==> config.mk <==
export PLATFORM = sky130hd
export DESIGN_NAME = rfd_lpm_tree
export DESIGN_NICKNAME = d
export VERILOG_FILES = /design/src/design/rfd_pkg.sv /design/src/design/rfd_lpm_tree.sv
export SDC_FILE = /design/constraint.sdc
export NUM_CORES = 2
export LEC_CHECK = 0
export ABC_AREA = 1
export BUFFER_PORTS_ARGS = -buffer_cell sky130_fd_sc_hd__buf_2
export CAP_MARGIN = 20
export CORE_ASPECT_RATIO = 1.5
export CORE_UTILIZATION = 33
export CTS_BUF_LIST = sky130_fd_sc_hd__clkbuf_4
export CTS_CLUSTER_SIZE = 40
export DETAILED_ROUTE_END_ITERATION = 8
export PLACE_DENSITY = 0.55
export SYNTH_ARGS = -nofsm -noshare
export SYNTH_HDL_FRONTEND = slang
export SYNTH_SLANG_ARGS = --single-unit
==> constraint.sdc <==
create_clock -name clk -period 3.35 [get_ports clk]
set_clock_uncertainty 0.1 [all_clocks]
set_input_delay 0.67 -clock clk [delete_from_list [all_inputs] [get_ports clk]]
set_output_delay 0.67 -clock clk [all_outputs]
set_load 0.1 [all_outputs]
==> src/design/rfd_pkg.sv <==
// Shared constants, types and a helper function of the IPv4 forwarding decision block.
package rfd_pkg;

	localparam int RFD_ROUTE_ENTRIES = 16;
	localparam int RFD_NUM_PORTS     = 4;
	localparam int RFD_CFG_PORTS     = 4;
	localparam int RFD_IDX_W         = 4;
	localparam int RFD_CFG_IDX_W     = 3;

	localparam logic FUNC_WRITE = 1'b0;
	localparam logic FUNC_FRAME = 1'b1;

	localparam logic [15:0] ETH_IPV4      = 16'h0800;
	localparam logic [15:0] ETH_ARP       = 16'h0806;
	localparam logic [7:0]  PROTO_ICMP    = 8'd1;
	localparam logic [7:0]  PROTO_TCP     = 8'd6;
	localparam logic [7:0]  PROTO_UDP     = 8'd17;
	localparam logic [7:0]  ICMP_ECHO_REQ = 8'd8;
	localparam logic [15:0] ARP_REQUEST   = 16'd1;
	localparam logic [7:0]  TTL_EXPIRE    = 8'd1;

	localparam logic [RFD_CFG_IDX_W-1:0] CFG_PORT_ADDR_0  = 3'd0;
	localparam logic [RFD_CFG_IDX_W-1:0] CFG_PORT_ADDR_1  = 3'd1;
	localparam logic [RFD_CFG_IDX_W-1:0] CFG_PORT_ADDR_2  = 3'd2;
	localparam logic [RFD_CFG_IDX_W-1:0] CFG_PORT_ADDR_3  = 3'd3;
	localparam logic [RFD_CFG_IDX_W-1:0] CFG_PORTS_IN_USE = 3'd4;

	typedef enum logic [2:0] {
		ACT_NONE          = 3'd0,
		ACT_ARP_REPLY     = 3'd1,
		ACT_PORT_UNREACH  = 3'd2,
		ACT_TIME_EXCEEDED = 3'd3,
		ACT_ECHO_REPLY    = 3'd4,
		ACT_HOST_UNREACH  = 3'd5,
		ACT_NET_UNREACH   = 3'd6,
		ACT_FORWARD       = 3'd7
	} action_t;

	// One candidate route as it moves up the match tree.
	typedef struct packed {
		logic        hit;
		logic [31:0] mask;
		logic [31:0] gateway;
		logic [1:0]  port;
	} node_t;

	// Header verdict that travels alongside the match tree.
	typedef struct packed {
		action_t     act;
		logic        lpm;
		logic        ttl_one;
		logic [31:0] dst;
		logic [1:0]  in_port;
	} hdr_t;

	// Longer mask wins; on equal masks the higher slot (hi side) wins.
	function automatic node_t rfd_pick(node_t lo, node_t hi);
		return (hi.hit && (!lo.hit || hi.mask >= lo.mask)) ? hi : lo;
	endfunction

endpackage

==> src/design/rfd_lpm_tree.sv <==
// Pipelined longest-prefix selection tree, one level per register stage.
module rfd_lpm_tree import rfd_pkg::*; #(
	parameter int ENTRIES = RFD_ROUTE_ENTRIES
) (
	input  logic                clk,
	input  logic                adv,
	input  node_t [ENTRIES-1:0] leaf,
	output node_t               root
);

	localparam int LEVELS = $clog2(ENTRIES);
	localparam int LEAVES = 1 << LEVELS;
	localparam int NODES  = 2 * LEAVES - 1;

	// Heap order: children of node i are 2i+1 (lower slots) and 2i+2 (higher slots).
	node_t heap_s [NODES];

	for (genvar i = 0; i < NODES; i++) begin : g_node
		if (i >= LEAVES - 1) begin : g_leaf
			if (i - (LEAVES - 1) < ENTRIES) begin : g_used
				always_ff @(posedge clk) begin
					if (adv) begin
						heap_s[i] <= leaf[i-(LEAVES-1)];
					end
				end
			end else begin : g_pad
				always_ff @(posedge clk) begin
					if (adv) begin
						heap_s[i] <= '0;
					end
				end
			end
		end else begin : g_inner
			always_ff @(posedge clk) begin
				if (adv) begin
					heap_s[i] <= rfd_pick(heap_s[2*i+1], heap_s[2*i+2]);
				end
			end
		end
	end

	assign root = heap_s[0];

endmodule

==> impl_metrics.csv <==
group,metric,value,unit
floorplan,boundaryPins,1141,
flow_run,drv_cap,0,
setup_path,start_kind,"flip-flop",
clocking,cts.path.max_buffers,4,
timing,max-slew-margin-rel,40.49,%
setup_path,max_stage_delay,0.56,ns
yosys,netlist_area,0.09041,sq mm
cells_and_area,syn_to_final_growth,42.42,%
setup_path,path_buf_inv,1,
setup_path,critPathMaxFanout,1,
setup_path,crit_chain,"buf_2",
grt,grt_pass1_wl,471800,um
detailed_routing,drtAntennaViolNets,0,
cells_and_area,reg_top3,"heap_s: 2077 flops",
setup_path,required,2.58,ns
detailed_routing,drt_iter0_markers,5418,
setup_path,cp-startpoint,"heap_s[0][41]$_DFFE_PP_",
detailed_routing,drc,0,
min_path,worstHoldPathType,"input pin to flip-flop",
timing,post-route-period-util,94.28,%
place,port_buffers,1140,
setup_path,crit_type,"flip-flop to output pin",
clocking,cts_tree,"built",
yosys,syn-num-nets,9235,
min_path,hold_end,"heap_s[1][540]$_DFFE_PP_",
cells_and_area,top_register,"heap_s",
setup_path,rr_endpoint,"heap_s[0][613]$_DFFE_PP_",
yosys,synthArstFlopShare,0,%
grt,grt_pass1_vias,77090,
power_and_ir_drop,p_leak,56.97,nW
clocking,clock_latency,1.37,ns
yosys,synthDominantCellAreaShare,68.99,%
grt,grt_overflow,0,
floorplan,initial_core_util,33.13,%
yosys,synth_area_leader_cell,"edfxtp_1",
outcome,status,"completed",
timing,hold_violations,0,
floorplan,die-area,0.2761,sq mm
power_and_ir_drop,powerDensity,538.7,mW/mm^2
cells_and_area,fin_util,47.19,%
setup_path,reg2reg_slack,0.21,ns
yosys,synth-main-ff-cell,"edfxtp_1",
cells_and_area,final_nets,12870,
setup_path,end_kind,"output pin",
min_path,hold_depth,2,
yosys,synth-edff-count,2077,
floorplan,die_x,429.4,um
clocking,cts-root-buf,"clkbuf_4",
setup_path,r2r_start,"heap_s[1][303]$_DFFE_PP_",
setup_path,worst_path_dominant_cell_family,"flip-flops",
timing,fin_crit,3.158,ns
detailed_routing,wl,324100,um
clocking,clock_sinks,2077,
floorplan,placementRows,235,
floorplan,dieHeight,643.1,um
cells_and_area,drive_above_1_share,18.42,%
timing,fmax,0.3166,GHz
yosys,yosys.cell_count.top_type,"nand2_1",
setup_path,critPathArrivalTime,2.39,ns
timing,tns,0,ns
yosys,synth_area_leaders,"edfxtp_1, nand2_1, ha_1",
floorplan,coreArea,0.2729,sq mm
min_path,worstHoldStart,"leaf[607]",
clocking,htreeDepth,6,
yosys,syn_area_per_cell,11.77,sq um
yosys,ys_seq_area_share,68.99,%
timing,tightest_slew,0.8927,ns
clocking,cts_made_buffers,547,
place,dp_hpwl,214600,um
detailed_routing,vias,73280,
power_and_ir_drop,p_total,69.36,mW
clocking,clk_pin_slew_worst_paths,0.07,ns
timing,rsz0062_at_grt,"no",
yosys,ys.warnings.count,0,
cells_and_area,fillers,23840,
grt,grt_start_max_net_pins,120,
place,gp_congestion,0.8786,
setup_path,worst_r2r_path_depth,12,
yosys,ys_seq_elements,2077,
yosys,synth_cells,7681,
power_and_ir_drop,vdd_drop_max,0.3848,mV
detailed_routing,via_per_inst,4.792,
cells_and_area,largest_reg_flops,2077,
grt,grt_use_total,22.85,%
detailed_routing,dr.pass1.iters,8,
yosys,ys_types,20,
timing,drv_slew,0,
yosys,synthTopCellsByCount,"nand2_1, edfxtp_1, nand3_1, inv_1, ha_1",
setup_path,crit_slowest_cell,"edfxtp_1",
detailed_routing,wire_per_inst,21.19,um
timing,setup_viol,0,
setup_path,crit_cells,1,
clocking,postCtsSetupRepairBufs,0,
grt,grt_antenna_before_repair,88,
==> through the flow <==
step	hold slack [ns]	cell area, sq um	cells	setup slack (ns)
floorplan	0.3874	90410	7681	1.319
global placement	0.3923	100500	12180	0.1023
detailed placement	0.3955	100500	12180	0.1279
CTS	0.01766	128600	15220	0.006648
global route	0.03983	128700	15260	0.01494
finish	0.1660	128800	15290	0.1918
==> final cells by class <==
class | count | area [sq um] | share of cell area [%]
inverter | 625 | 2346 | 1.822
clock buffer | 724 | 5435 | 4.221
tap | 3555 | 4448 | 3.455
multi-input combinational | 4597 | 23360 | 18.14
sequential | 2077 | 62370 | 48.44
timing repair buffer | 3467 | 29470 | 22.89
antenna | 76 | 190.2 | 0.1477
clock inverter | 170 | 1135 | 0.8814
==> worst register-to-register path, cell delays in order (launching register included) <==
cell and delay (ns):
edfxtp_1 0.44, ha_1 0.35, nand2_1 0.07, nor2_1 0.20, nand2_1 0.31, nor2_1 0.18
nor2_1 0.07, nand2_1 0.17, nand2_1 0.13, nand2_4 0.11, buf_4 0.55, nand3_1 0.23
nand2_1 0.12
==> report_power, final <==
group          internal [mW]  switching (mW)
logic                   5.00            8.23
clock network           11.2            11.3
registers               32.1            1.59
total                   48.3            21.1
==> per-layer routing <==
| metal | global-route usage, % | vias up | part of all wire, % |
|---|---|---|---|
| met2 | 38.63 | 3362 | 48 |
| met1 | 26.59 | 35110 | 39 |
| met4 | 13.25 | 44 | 6.0 |
| met5 | 0 | - | 0.096 |
| li1 | - | 33840 | - |
| met3 | 5.016 | 927 | 6.9 |
==> cells by family after synthesis <==
kind of cell,synth area share [%]
DFF,68.99
adders and majority gates,6.643
AOI/OAI and AO/OA,1.558
and+or+nand+nor,17.52
buffers and inverters,5.295
==> what timing repair did <==
item,in CTS,in global routing
hold endpoints to repair,1856,0
setup endpoints to repair,2,1
resized for setup,2,1
hold buffers,2143,0
cloned,0,0
==> cells in the final DEF (no fill, tap or decap), drive strengths merged <==
| master | n |
|---|---|
| a21o | 28 |
| a21oi | 183 |
| buf | 1324 |
| bufinv | 15 |
| clkbuf | 724 |
| clkinv | 124 |
| clkinvlp | 13 |
| diode | 76 |
| dlygate4sd3 | 2143 |
| edfxtp | 2077 |
| ha | 480 |
| inv | 643 |
| nand2 | 2614 |
| nand3 | 991 |
| nand4 | 17 |
| nor2 | 230 |
| nor3 | 1 |
| nor4 | 4 |
| o21a | 15 |
| o21ai | 34 |
==> worst max path at each step <==
stage                               end  slack (ns)
3_5_place_dp    heap_s[0][81]$_DFFE_PP_        0.13
3_3_place_gp   heap_s[0][615]$_DFFE_PP_        0.10
5_1_grt        heap_s[0][607]$_DFFE_PP_        0.01
2_1_floorplan  heap_s[0][774]$_DFFE_PP_        1.32
4_1_cts                        root[48]       0.007
6_report                       root[41]        0.19
No activity file was read; power rests on OpenSTA's default activity.
