===== src/design/rfd_pkg.sv =====
// Shared constants, types and a helper function of the IPv4 forwarding decision block.
package rfd_pkg;

	localparam int RFD_ROUTE_ENTRIES = 16;
	localparam int RFD_NUM_PORTS     = 4;
	localparam int RFD_CFG_PORTS     = 4;
	localparam int RFD_IDX_W         = 4;
	localparam int RFD_CFG_IDX_W     = 3;

	localparam logic FUNC_WRITE = 1'b0;
	localparam logic FUNC_FRAME = 1'b1;

	localparam logic [15:0] ETH_IPV4      = 16'h0800;
	localparam logic [15:0] ETH_ARP       = 16'h0806;
	localparam logic [7:0]  PROTO_ICMP    = 8'd1;
	localparam logic [7:0]  PROTO_TCP     = 8'd6;
	localparam logic [7:0]  PROTO_UDP     = 8'd17;
	localparam logic [7:0]  ICMP_ECHO_REQ = 8'd8;
	localparam logic [15:0] ARP_REQUEST   = 16'd1;
	localparam logic [7:0]  TTL_EXPIRE    = 8'd1;

	localparam logic [RFD_CFG_IDX_W-1:0] CFG_PORT_ADDR_0  = 3'd0;
	localparam logic [RFD_CFG_IDX_W-1:0] CFG_PORT_ADDR_1  = 3'd1;
	localparam logic [RFD_CFG_IDX_W-1:0] CFG_PORT_ADDR_2  = 3'd2;
	localparam logic [RFD_CFG_IDX_W-1:0] CFG_PORT_ADDR_3  = 3'd3;
	localparam logic [RFD_CFG_IDX_W-1:0] CFG_PORTS_IN_USE = 3'd4;

	typedef enum logic [2:0] {
		ACT_NONE          = 3'd0,
		ACT_ARP_REPLY     = 3'd1,
		ACT_PORT_UNREACH  = 3'd2,
		ACT_TIME_EXCEEDED = 3'd3,
		ACT_ECHO_REPLY    = 3'd4,
		ACT_HOST_UNREACH  = 3'd5,
		ACT_NET_UNREACH   = 3'd6,
		ACT_FORWARD       = 3'd7
	} action_t;

	// One candidate route as it moves up the match tree.
	typedef struct packed {
		logic        hit;
		logic [31:0] mask;
		logic [31:0] gateway;
		logic [1:0]  port;
	} node_t;

	// Header verdict that travels alongside the match tree.
	typedef struct packed {
		action_t     act;
		logic        lpm;
		logic        ttl_one;
		logic [31:0] dst;
		logic [1:0]  in_port;
	} hdr_t;

	// Longer mask wins; on equal masks the higher slot (hi side) wins.
	function automatic node_t rfd_pick(node_t lo, node_t hi);
		return (hi.hit && (!lo.hit || hi.mask >= lo.mask)) ? hi : lo;
	endfunction

endpackage


===== src/design/rfd_route_table.sv =====
// Route table storage with one prefix compare cell per entry.
module rfd_route_table import rfd_pkg::*; #(
	parameter int ENTRIES = RFD_ROUTE_ENTRIES
) (
	input  logic                 clk,
	input  logic                 arst_n,
	input  logic                 wr_en,
	input  logic [RFD_IDX_W-1:0] wr_index,
	input  logic [31:0]          wr_prefix,
	input  logic [31:0]          wr_mask,
	input  logic [31:0]          wr_gateway,
	input  logic [1:0]           wr_port,
	input  logic [31:0]          lookup_addr,
	output node_t [ENTRIES-1:0]  leaf
);

	logic [31:0]        prefix_q  [ENTRIES];
	logic [31:0]        mask_q    [ENTRIES];
	logic [31:0]        gateway_q [ENTRIES];
	logic [1:0]         port_q    [ENTRIES];
	logic [ENTRIES-1:0] valid_q;
	logic [ENTRIES-1:0] slot_we;

	for (genvar j = 0; j < ENTRIES; j++) begin : g_slot
		// Slots beyond the index range can never be addressed.
		if (j < (1 << RFD_IDX_W)) begin : g_wr
			assign slot_we[j] = wr_en && (wr_index == RFD_IDX_W'(j));
		end else begin : g_nowr
			assign slot_we[j] = 1'b0;
		end

		always_ff @(posedge clk or negedge arst_n) begin
			if (!arst_n) begin
				valid_q[j] <= 1'b0;
			end else if (slot_we[j]) begin
				valid_q[j] <= 1'b1;
			end
		end

		always_ff @(posedge clk) begin
			if (slot_we[j]) begin
				prefix_q[j]  <= wr_prefix;
				mask_q[j]    <= wr_mask;
				gateway_q[j] <= wr_gateway;
				port_q[j]    <= wr_port;
			end
		end

		assign leaf[j].hit     = valid_q[j] && ((lookup_addr & mask_q[j]) == prefix_q[j]);
		assign leaf[j].mask    = mask_q[j];
		assign leaf[j].gateway = gateway_q[j];
		assign leaf[j].port    = port_q[j];
	end

endmodule


===== config.mk =====
export PLATFORM = sky130hd
export DESIGN_NAME = rfd_route_table
export DESIGN_NICKNAME = d
export VERILOG_FILES = /design/src/design/rfd_pkg.sv /design/src/design/rfd_route_table.sv
export SDC_FILE = /design/constraint.sdc
export NUM_CORES = 1
export LEC_CHECK = 0
export BUFFER_PORTS_ARGS = -buffer_cell sky130_fd_sc_hd__buf_2
export CORE_AREA = 2 2 475 477
export DETAILED_ROUTE_END_ITERATION = 8
export DIE_AREA = 0 0 477 479
export PLACE_DENSITY_LB_ADDON = 0.05
export SKIP_CTS_REPAIR_TIMING = 1
export SLEW_MARGIN = 20
export SYNTH_ARGS = -nofsm -noshare
export SYNTH_HDL_FRONTEND = slang
export SYNTH_SLANG_ARGS = --single-unit

===== constraint.sdc =====
create_clock -name clk -period 1.9 [get_ports clk]
set_input_delay 0.285 -clock clk [delete_from_list [all_inputs] [get_ports clk]]
set_output_delay 0.285 -clock clk [all_outputs]
set_load 0.05 [all_outputs]

==> metrics.csv <==
stage,metric,value,unit
yosys,Mapped Cells,2913,
power_and_ir_drop,Power Density,924,nW/um^2
routing,routed length on met2,146000,microns
routing,metal3 WL,22100,microns
cells_and_area,layout cells sized above 1,0.470,
floorplanning,die width,477,microns
yosys,Mapped Area,55600,sq um
critical_path,"Slowest-stage cell, CP",or4_4,
floorplanning,die height,479,microns
floorplanning,IO Pins,1209,
cells_and_area,register area,47500,sq um
timing,setup violators final,51,
yosys,Post-synth top flop,edfxtp_1,
yosys,sequential area share after synthesis,0.854,
yosys,Avg Synthesized Cell Area,19.1,sq um
yosys,share of flip-flops with an asynchronous set or reset,0.0101,
critical_path,crit-path max FO,3,
floorplanning,initial core utilization,0.249,
clock_tree,CTS root buffer,clkbuf_16,
clock_tree,Clock Sinks,1584,
yosys,syn_nets,3050,
global_route,pin count of the biggest net entering global routing,38,
routing,max layer used,met4,
routing,Iteration-0 DRC Markers,3302,
yosys,Yosys Warn Count,0,
yosys,number of distinct library cells after synthesis,40,
critical_path,"slowest stage delay, CP",520,ps
floorplanning,Die ar.,228000,sq um
critical_path,FF-to-FF setup slack,1090,ps
timing,Final WS setup,-1790,ps
critical_path,Crit path depth,7,
routing,DRC,0,
global_route,initial antenna violation count,25,
global_route,number of global-route vias before repair,36718,
critical_path,Crit path max-delay family,simple AND/OR/NAND/NOR gates,
timing,total negative setup slack,-21190,ps
critical_path,worst path bufs/invs,2,
clock_tree,clock buffer count from CTS,186,
place,HPWL after DPL,220000,microns
place,Port Buf Inserts,1208,
global_route,total track usage,0.250,
critical_path,Reg2Reg Depth,1,
routing,via count,36537,
critical_path,reg-to-reg startpoint,valid_q[11]$_DFFE_PN0P_,
routing,DRT antenna net count,0,
flow_run,max cap viols,0,
power_and_ir_drop,Leak Pwr,0.0324,uW
critical_path,crit path capture type,output port,
clock_tree,H-tree levels,4,
global_route,first-pass GRT wire length,374000,microns
floorplanning,core area,224000,sq um
routing,router iterations before antenna repair,5,
timing,fmax,271,MHz
place,Placer Congestion,0.816,
floorplanning,num rows,174,
critical_path,critical path class,flip-flop to output port,
routing,DR vias/cell,4.35,
cells_and_area,"Area growth, synth to finish",57.9,%
timing,RSZ-0062 raised after global routing,true,
clock_tree,clock-pin transition on the worst setup and hold timing paths,60,ps
routing,Routed WL,296000,microns
timing,Max transition margin,0.385,
critical_path,critical path arrival,3400,ps
critical_path,worst setup path end,leaf[535],
run_status,run status,"finished, violations left",
critical_path,RR Endpoint,valid_q[11]$_DFFE_PN0P_,
timing,Slew @ Worst Pin,916,ps
cells_and_area,"commonest non-fill, non-tap cell in the layout",edfxtp_1,
critical_path,Worst setup SP type,flip-flop,
yosys,Post-synth EDFFs,1568,
timing,minimum clock period,3690,ps
yosys,synthesized flop and latch total,1584,
cells_and_area,fill count,20980,
routing,Routed WL per cell,35.3,microns
power_and_ir_drop,Peak VDD IR,1.01,mV
critical_path,CP required,1620,ps
timing,Final Cycle Share,1.94,
global_route,Overflow after GRT,0,
critical_path,crit path launch,mask_q[0][252]$_DFFE_PP_,
cells_and_area,Multi-input gate area,8980,sq um
timing,fin. max-slew vios,0,
clock_tree,Skew-Pair Late Insertion Delay,830,ps
min_path,Min-Delay Path Class,input port to flip-flop,
cells_and_area,Final #Nets,5384,
clock_tree,CTS tree,done,
routing,routed length on met1,121000,microns
run_status,failing checks,setup timing,
timing,skew final,0,ps
cells_and_area,"commonest cells after routing, fill and taps aside","edfxtp_1, buf_2, nand2_1",
timing,final hold vios,0,
clock_tree,maximum root-to-sink buffer count,3,
critical_path,crit path cell chain,and3b_1 > a211oi_4 > nand4_1 > or4_4 > nor4_4 > buf_4 > buf_12,
timing,hold slack,51.1,ps
[cells in the mapped netlist, drive strengths merged (4+ instances only)]
cell type,number,area (sq um)
edfxtp,1568,47100
or2,16,100
nor3,33,165
nand2,511,1920
nor4,106,669
nand3,31,155
buf,39,219
xor2,14,123
xnor2,466,4080
nand4,18,113
clkbuf,25,100
a211oi,7,62.6
dfrtp,16,400
and3,4,25.0
nor2,19,71.3
a21oi,9,45.0
[cells by family (layout without fill, tap and decap cells)]
logic type / after synthesis / count (layout) / share of synthesized area
AO/OA/AOI/OAI: 39 / 39 / 0.00509
AND/OR/NAND/NOR: 746 / 746 / 0.0590
other: 0 / 7 / 0
XOR/XNOR: 480 / 480 / 0.0757
flip-flops: 1584 / 1584 / 0.854
buffers and inverters: 64 / 2548 / 0.00574
[power breakdown]
group	internal (uW)	leakage (uW)	switching [uW]
Clock	19300	0.00278	15300
Sequential	39200	0.0143	333
Combinational	2270	0.0153	4710
[state kept, by name (all words and copies together), names as in the netlist]
signal	cells
valid_q	16
gateway_q	512
prefix_q	512
port_q	32
mask_q	512
[layout make-up]
| class | instances | share of cell area |
|---|---|---|
| well taps | 2992 | 0.0427 |
| clock buffers | 250 | 0.0564 |
| diodes | 7 | 0.000200 |
| multi-input cells | 1265 | 0.102 |
| clock inverters | 88 | 0.00918 |
| flip-flops and latches | 1584 | 0.541 |
| repair buffers | 2210 | 0.248 |
[worst min-delay path by stage]
stage                  start                   endpoint  cells after the start  slack [ps]
4_1_cts               arst_n    valid_q[12]$_DFFE_PN0P_                      2        -650
5_1_grt           wr_mask[6]   mask_q[1][230]$_DFFE_PP_                      2         0.8
6_report       wr_prefix[27]  prefix_q[5][27]$_DFFE_PP_                      2          50
3_3_place_gp          arst_n     valid_q[5]$_DFFE_PN0P_                      2         290
3_5_place_dp          arst_n     valid_q[5]$_DFFE_PN0P_                      2         290
2_1_floorplan         arst_n     valid_q[0]$_DFFE_PN0P_                      0         -10
[per-layer routing]
| layer | up-vias | GRT usage |
|---|---|---|
| met5 | - | 0 |
| met4 | 0 | 0.0596 |
| met3 | 288 | 0.0689 |
| met2 | 1467 | 0.425 |
| met1 | 19219 | 0.314 |
| li1 | 15563 | - |
[through the flow]
stage	power (uW)	setup WS, ps	instances	utilization	cell area, sq um
3_3_place_gp	46500	-1980	7946	0.331	73900
3_5_place_dp	46500	-1510	7947	0.331	73900
4_1_cts	81100	-2220	8285	0.356	79700
6_report	81100	-1790	8396	0.392	87700
2_1_floorplan	42800	-1670	2913	-	55700
5_1_grt	83400	-1870	8392	0.392	87700
Power figures use the tool's default switching activity.
