--- src/design/rfd_pkg.sv ---
// Shared constants, types and a helper function of the IPv4 forwarding decision block.
package rfd_pkg;

	localparam int RFD_ROUTE_ENTRIES = 16;
	localparam int RFD_NUM_PORTS     = 4;
	localparam int RFD_CFG_PORTS     = 4;
	localparam int RFD_IDX_W         = 4;
	localparam int RFD_CFG_IDX_W     = 3;

	localparam logic FUNC_WRITE = 1'b0;
	localparam logic FUNC_FRAME = 1'b1;

	localparam logic [15:0] ETH_IPV4      = 16'h0800;
	localparam logic [15:0] ETH_ARP       = 16'h0806;
	localparam logic [7:0]  PROTO_ICMP    = 8'd1;
	localparam logic [7:0]  PROTO_TCP     = 8'd6;
	localparam logic [7:0]  PROTO_UDP     = 8'd17;
	localparam logic [7:0]  ICMP_ECHO_REQ = 8'd8;
	localparam logic [15:0] ARP_REQUEST   = 16'd1;
	localparam logic [7:0]  TTL_EXPIRE    = 8'd1;

	localparam logic [RFD_CFG_IDX_W-1:0] CFG_PORT_ADDR_0  = 3'd0;
	localparam logic [RFD_CFG_IDX_W-1:0] CFG_PORT_ADDR_1  = 3'd1;
	localparam logic [RFD_CFG_IDX_W-1:0] CFG_PORT_ADDR_2  = 3'd2;
	localparam logic [RFD_CFG_IDX_W-1:0] CFG_PORT_ADDR_3  = 3'd3;
	localparam logic [RFD_CFG_IDX_W-1:0] CFG_PORTS_IN_USE = 3'd4;

	typedef enum logic [2:0] {
		ACT_NONE          = 3'd0,
		ACT_ARP_REPLY     = 3'd1,
		ACT_PORT_UNREACH  = 3'd2,
		ACT_TIME_EXCEEDED = 3'd3,
		ACT_ECHO_REPLY    = 3'd4,
		ACT_HOST_UNREACH  = 3'd5,
		ACT_NET_UNREACH   = 3'd6,
		ACT_FORWARD       = 3'd7
	} action_t;

	// One candidate route as it moves up the match tree.
	typedef struct packed {
		logic        hit;
		logic [31:0] mask;
		logic [31:0] gateway;
		logic [1:0]  port;
	} node_t;

	// Header verdict that travels alongside the match tree.
	typedef struct packed {
		action_t     act;
		logic        lpm;
		logic        ttl_one;
		logic [31:0] dst;
		logic [1:0]  in_port;
	} hdr_t;

	// Longer mask wins; on equal masks the higher slot (hi side) wins.
	function automatic node_t rfd_pick(node_t lo, node_t hi);
		return (hi.hit && (!lo.hit || hi.mask >= lo.mask)) ? hi : lo;
	endfunction

endpackage

--- src/design/rfd_hdr_check.sv ---
// Header classification and its delay line aligned with the match tree.
module rfd_hdr_check import rfd_pkg::*; #(
	parameter int DEPTH = 1
) (
	input  logic                            clk,
	input  logic                            arst_n,
	input  logic                            adv,
	input  logic                            take,
	input  logic [31:0]                     address,
	input  logic [1:0]                      port,
	input  logic [15:0]                     ether_type,
	input  logic [7:0]                      ip_proto,
	input  logic [7:0]                      ttl,
	input  logic [7:0]                      icmp_type,
	input  logic [15:0]                     arp_op,
	input  logic [31:0]                     arp_target,
	input  logic [RFD_CFG_PORTS-1:0][31:0]  port_addr,
	input  logic [2:0]                      ports_in_use,
	output hdr_t                            hdr,
	output logic                            hdr_valid
);

	hdr_t             hdr_d;
	hdr_t             hdr_s [DEPTH];
	logic [DEPTH-1:0] vld_s;
	logic [31:0]      ing_addr;
	logic             other_hit;

	assign ing_addr = port_addr[port];

	always_comb begin
		other_hit = 1'b0;
		for (int i = 0; i < RFD_NUM_PORTS; i++) begin
			if ((3'(i) < ports_in_use) && (port_addr[i] == address)) begin
				other_hit = 1'b1;
			end
		end
	end

	always_comb begin
		hdr_d.act     = ACT_NONE;
		hdr_d.lpm     = 1'b0;
		hdr_d.ttl_one = (ttl == TTL_EXPIRE);
		hdr_d.dst     = address;
		hdr_d.in_port = port;
		if (ether_type == ETH_ARP) begin
			if (arp_op == ARP_REQUEST && arp_target == ing_addr) begin
				hdr_d.act = ACT_ARP_REPLY;
			end
		end else if (ether_type == ETH_IPV4) begin
			if (address == ing_addr) begin
				if (ip_proto == PROTO_TCP || ip_proto == PROTO_UDP) begin
					hdr_d.act = ACT_PORT_UNREACH;
				end else if (ttl == TTL_EXPIRE) begin
					hdr_d.act = ACT_TIME_EXCEEDED;
				end else if (ip_proto == PROTO_ICMP && icmp_type == ICMP_ECHO_REQ) begin
					hdr_d.act = ACT_ECHO_REPLY;
				end
			end else if (other_hit) begin
				hdr_d.act = ACT_HOST_UNREACH;
			end else begin
				hdr_d.lpm = 1'b1;
			end
		end
	end

	always_ff @(posedge clk or negedge arst_n) begin
		if (!arst_n) begin
			vld_s <= '0;
		end else if (adv) begin
			vld_s <= DEPTH'({vld_s, take});
		end
	end

	always_ff @(posedge clk) begin
		if (adv) begin
			hdr_s[0] <= hdr_d;
			for (int k = 1; k < DEPTH; k++) begin
				hdr_s[k] <= hdr_s[k-1];
			end
		end
	end

	assign hdr       = hdr_s[DEPTH-1];
	assign hdr_valid = vld_s[DEPTH-1];

endmodule

--- config.mk ---
export PLATFORM = sky130hd
export DESIGN_NAME = rfd_hdr_check
export DESIGN_NICKNAME = d
export VERILOG_FILES = /design/src/design/rfd_pkg.sv /design/src/design/rfd_hdr_check.sv
export SDC_FILE = /design/constraint.sdc
export NUM_CORES = 1
export LEC_CHECK = 0
export ABC_CLOCK_PERIOD_IN_PS = 800
export BUFFER_PORTS_ARGS = -buffer_cell sky130_fd_sc_hd__buf_2
export CAP_MARGIN = 30
export CORE_AREA = 2 2 116 118
export DETAILED_ROUTE_END_ITERATION = 12
export DIE_AREA = 0 0 118 120
export GPL_ROUTABILITY_DRIVEN = 0
export PLACE_DENSITY = 0.74
export SKIP_LAST_GASP = 1
export SYNTH_ARGS = -nofsm -noshare
export SYNTH_HDL_FRONTEND = slang
export SYNTH_SLANG_ARGS = --single-unit
--- constraint.sdc ---
create_clock -name clk -period 0.8 [get_ports clk]
set_input_delay 0 -clock clk [delete_from_list [all_inputs] [get_ports clk]]
set_output_delay 0 -clock clk [all_outputs]
set_load 0.05 [all_outputs]
==> impl_metrics.py <==
metrics = {
    "drt": {
        "firstDrtPassIters": 7,
        "drc": 0,
        "wl_per_cell_um": 21.1,
        "ant_nets": 0,
        "route.vias.total": 5943,
        "viasPerCell": 5.37,
        "routed_wirelength_um": 23400,
        "drt-initial-drc-count": 588,
    },
    "finish": {
        "fin_nets": 1184,
        "stdcell_area_mm2": 0.00859,
        "drive_gt1_share_pct": 59.6,
        "area_growth_pct": 79.4,
        "layout_commonest_cell": "buf_2",
        "final_cell_mix": "buf_2 (255), buf_4 (188), xor2_1 (141), buf_6 (42), xnor2_1 (40)",
    },
    "cts": {
        "insertion_delay_ns": 0.30,
        "htree_levels": 2,
        "numCtsBuffers": 5,
        "cts-root-buf": "clkbuf_16",
        "clk_pin_slew_worst_paths_ns": 0.06,
        "clock_sinks": 40,
        "cts_tree": "yes",
        "clk_path_buf_depth": 2,
    },
    "sta": {
        "worst_pin_slew_ns": 0.695,
        "fin_skew_ns": 0,
        "rsz0062_at_grt": "true",
        "finalHoldViolations": 0,
        "period_share_pct": 252,
        "fin_setup_tns_ns": -6.52,
        "max_slew_margin_pct": 53.2,
        "fmaxAchievable_ghz": 0.496,
        "postLayoutSetupSlackWorst_ns": -1.22,
        "finalSetupViolations": 44,
        "maxSlewViolCount": 0,
        "layout_min_cycle_time_ns": 2.02,
    },
    "die": {
        "die_w_um": 118,
        "core_area_mm2": 0.0130,
        "die_area_mm2": 0.0142,
        "initial_core_util_pct": 36.9,
        "die_h_um": 120,
        "num_rows": 42,
        "io-pin-count": 297,
    },
    "placement": {
        "port_buffers": 296,
        "dpl.hpwl_um": 19300,
        "placed_area_mm2": 0.00786,
        "dpl_worst_slack_ns": -1.75,
    },
    "logic_synthesis": {
        "syn_inst": 456,
        "synth_area_per_cell_um2": 10.5,
        "syn_nets": 713,
        "ys_ff_latch": 40,
        "ys_warn_count": 0,
        "synth.cell_area_mm2": 0.00479,
        "synth_seq_area_share_pct": 25.0,
        "synth_cell_type_count": 40,
    },
    "job": {
        "maxCapViolCount": 0,
    },
    "setup_path": {
        "slowest_delay_ns": 0.53,
        "cp.arrival_ns": 2.18,
        "end_kind": "register",
        "required_ns": 0.96,
        "critical_path_class": "input pin to register",
        "critPathLaunchType": "input pin",
        "crit_slowest_cell": "or4_4",
        "cp_max_fo": 27,
        "path_cells": "buf_2 > buf_12 > buf_4 > mux4_2 > xor2_2 > nor4_2 > nand4_1 > or4_4 > o21ai_1",
    },
    "power": {
        "peakVddDrop_v": 0.000688,
        "clkPwrFrac_pct": 24.0,
        "total_power_mw": 9.92,
        "seqPwrFrac_pct": 25.7,
        "power_leakage_nw": 4.02,
        "p_sw_share_pct": 35.5,
        "p_int_mw": 6.40,
        "pwr-share-comb_pct": 50.3,
        "power.switching_mw": 3.52,
        "power.density_mw_per_mm2": 1150,
    },
    "global_routing": {
        "grt.busiest_layer": "met2",
        "met2_usage_pct": 55.1,
        "met1_usage_pct": 38.6,
        "gr-total-overflow": 0,
        "grt_max_degree": 28,
        "grt_pass1_vias": 6306,
        "grt_use_total_pct": 32.8,
        "antenna_found_initial": 7,
        "grt_pass1_wl_um": 35000,
        "met3_usage_pct": 9.84,
    },
    "run_status": {
        "status": "finished with violations",
        "failed_checks": "negative setup slack",
    },
    "worst_hold_path": {
        "hold_class": "input pin to register",
    },
}
## flip-flops by register name, summed over array words and instances, names as in the netlist
name and flops:
hdr_s 39, hdr_valid 1
## worst max-delay path, delay by kind of cell
family                    cells  cell delay (ns)
AOI/OAI and AO/OA             1             0.08
xor gates and xnor gates      1             0.17
buffers and inverters         3             0.45
muxes                         1             0.32
and+or+nand+nor               3             1.13
## cell type report
type                            count  area [um2]
Clock inverter                      2        35.0
Tap cell                          176         220
Fill cell                        1024        4390
Timing Repair Buffer              507        3510
Inverter                            4        15.0
Multi-Input combinational cell    369        3470
Sequential cell                    40        1200
Antenna cell                        3        7.51
Clock buffer                        6         129
## cell families (layout without fill, tap and decap cells)
| group | count (synthesis) | after routing | synth area share, % |
|---|---|---|---|
| other | 0 | 3 | 0 |
| buffers and inverters | 47 | 519 | 4.55 |
| AO/OA/AOI/OAI | 21 | 21 | 2.90 |
| AND/OR/NAND/NOR | 106 | 106 | 13.4 |
| multiplexers | 55 | 55 | 20.0 |
| XOR/XNOR | 187 | 187 | 34.2 |
| flip-flops | 40 | 40 | 25.0 |
## per-stage QoR
step / std cells / util (%) / hold WS [ns]
final: 1107 / 66.2 / 0.0143
after global routing: 1105 / 66.1 / 0.00216
after CTS: 1101 / 65.5 / 0.000856
after detailed placement: 1079 / 60.6 / -0.224
after global placement: 1079 / 60.6 / -0.225
after floorplan: 456 / - / -0.296
## power groups by stage
stage | registers [mW] | logic (mW) | clock network, mW
floorplan | 3.13 | 1.66 | 0
global placement | 2.55 | 4.42 | 0
detailed placement | 2.55 | 4.49 | 0
CTS | 2.55 | 4.84 | 2.43
global route | 2.56 | 5.21 | 2.53
finish | 2.55 | 4.99 | 2.38
## metal layers
| layer | part of all wire (%) | vias to the layer above |
|---|---|---|
| li1 | - | 2636 |
| met5 | 0.10 | - |
| met1 | 38 | 2811 |
| met4 | 4.5 | 4 |
| met2 | 48 | 399 |
| met3 | 10 | 93 |
## cells in the mapped netlist
cell,instances,area share [%]
o2111ai_1,1,0.18
and4b_1,1,0.21
buf_12,1,0.42
nand4_1,19,2.5
a221oi_1,1,0.18
mux4_1,1,0.55
mux2_2,1,0.24
nor3b_1,2,0.31
edfxtp_1,39,24
a211oi_1,1,0.16
a2111oi_0,1,0.18
or4_1,2,0.31
a222oi_1,2,0.42
buf_6,2,0.47
o21ai_0,5,0.52
dfrtp_1,1,0.52
or3_1,1,0.13
nor3_1,10,1.0
a22oi_1,2,0.31
xor2_1,142,26
buf_2,5,0.52
mux2i_1,22,4.6
nor4b_1,2,0.37
nor4_2,1,0.26
nand3_1,7,0.73
o21ai_1,1,0.10
clkbuf_1,34,2.7
a41oi_1,1,0.18
a21oi_1,5,0.52
nand2_1,2,0.16
buf_4,1,0.16
inv_1,4,0.31
nor4bb_1,2,0.42
nor2b_1,3,0.39
o22ai_1,1,0.13
nor4_1,42,5.5
or4b_2,1,0.21
mux4_2,31,15
nor2_1,11,0.86
xnor2_1,45,8.2
## path summary, 6_finish.rpt
kind / start / endpoint / slack (ns) / depth (start not counted)
worst max register to register: hdr_valid$_DFFE_PN0P_ / hdr_valid$_DFFE_PN0P_ / 0.02 / 1
worst min register to register: hdr_valid$_DFFE_PN0P_ / hdr_valid$_DFFE_PN0P_ / 0.54 / 1
worst max-delay path: port[1] / hdr_s[0][36]$_DFFE_PP_ / -1.22 / 9
max in group asynchronous: arst_n / hdr_valid$_DFFE_PN0P_ / 0.16 / 3
worst min-delay path: address[27] / hdr_s[0][29]$_DFFE_PP_ / 0.01 / 1
min in group asynchronous: arst_n / hdr_valid$_DFFE_PN0P_ / 0.52 / 3
## timing repair
action                                  4_1_cts  5_1_grt
endpoints found under the setup margin       44       45
gates cloned                                  1        0
pin swaps                                     7        5
resized for setup                            91       12
buffers inserted                              2        3
endpoints found under the hold margin        10        0
hold buffers                                 11        0
Power figures use the tool's default switching activity.
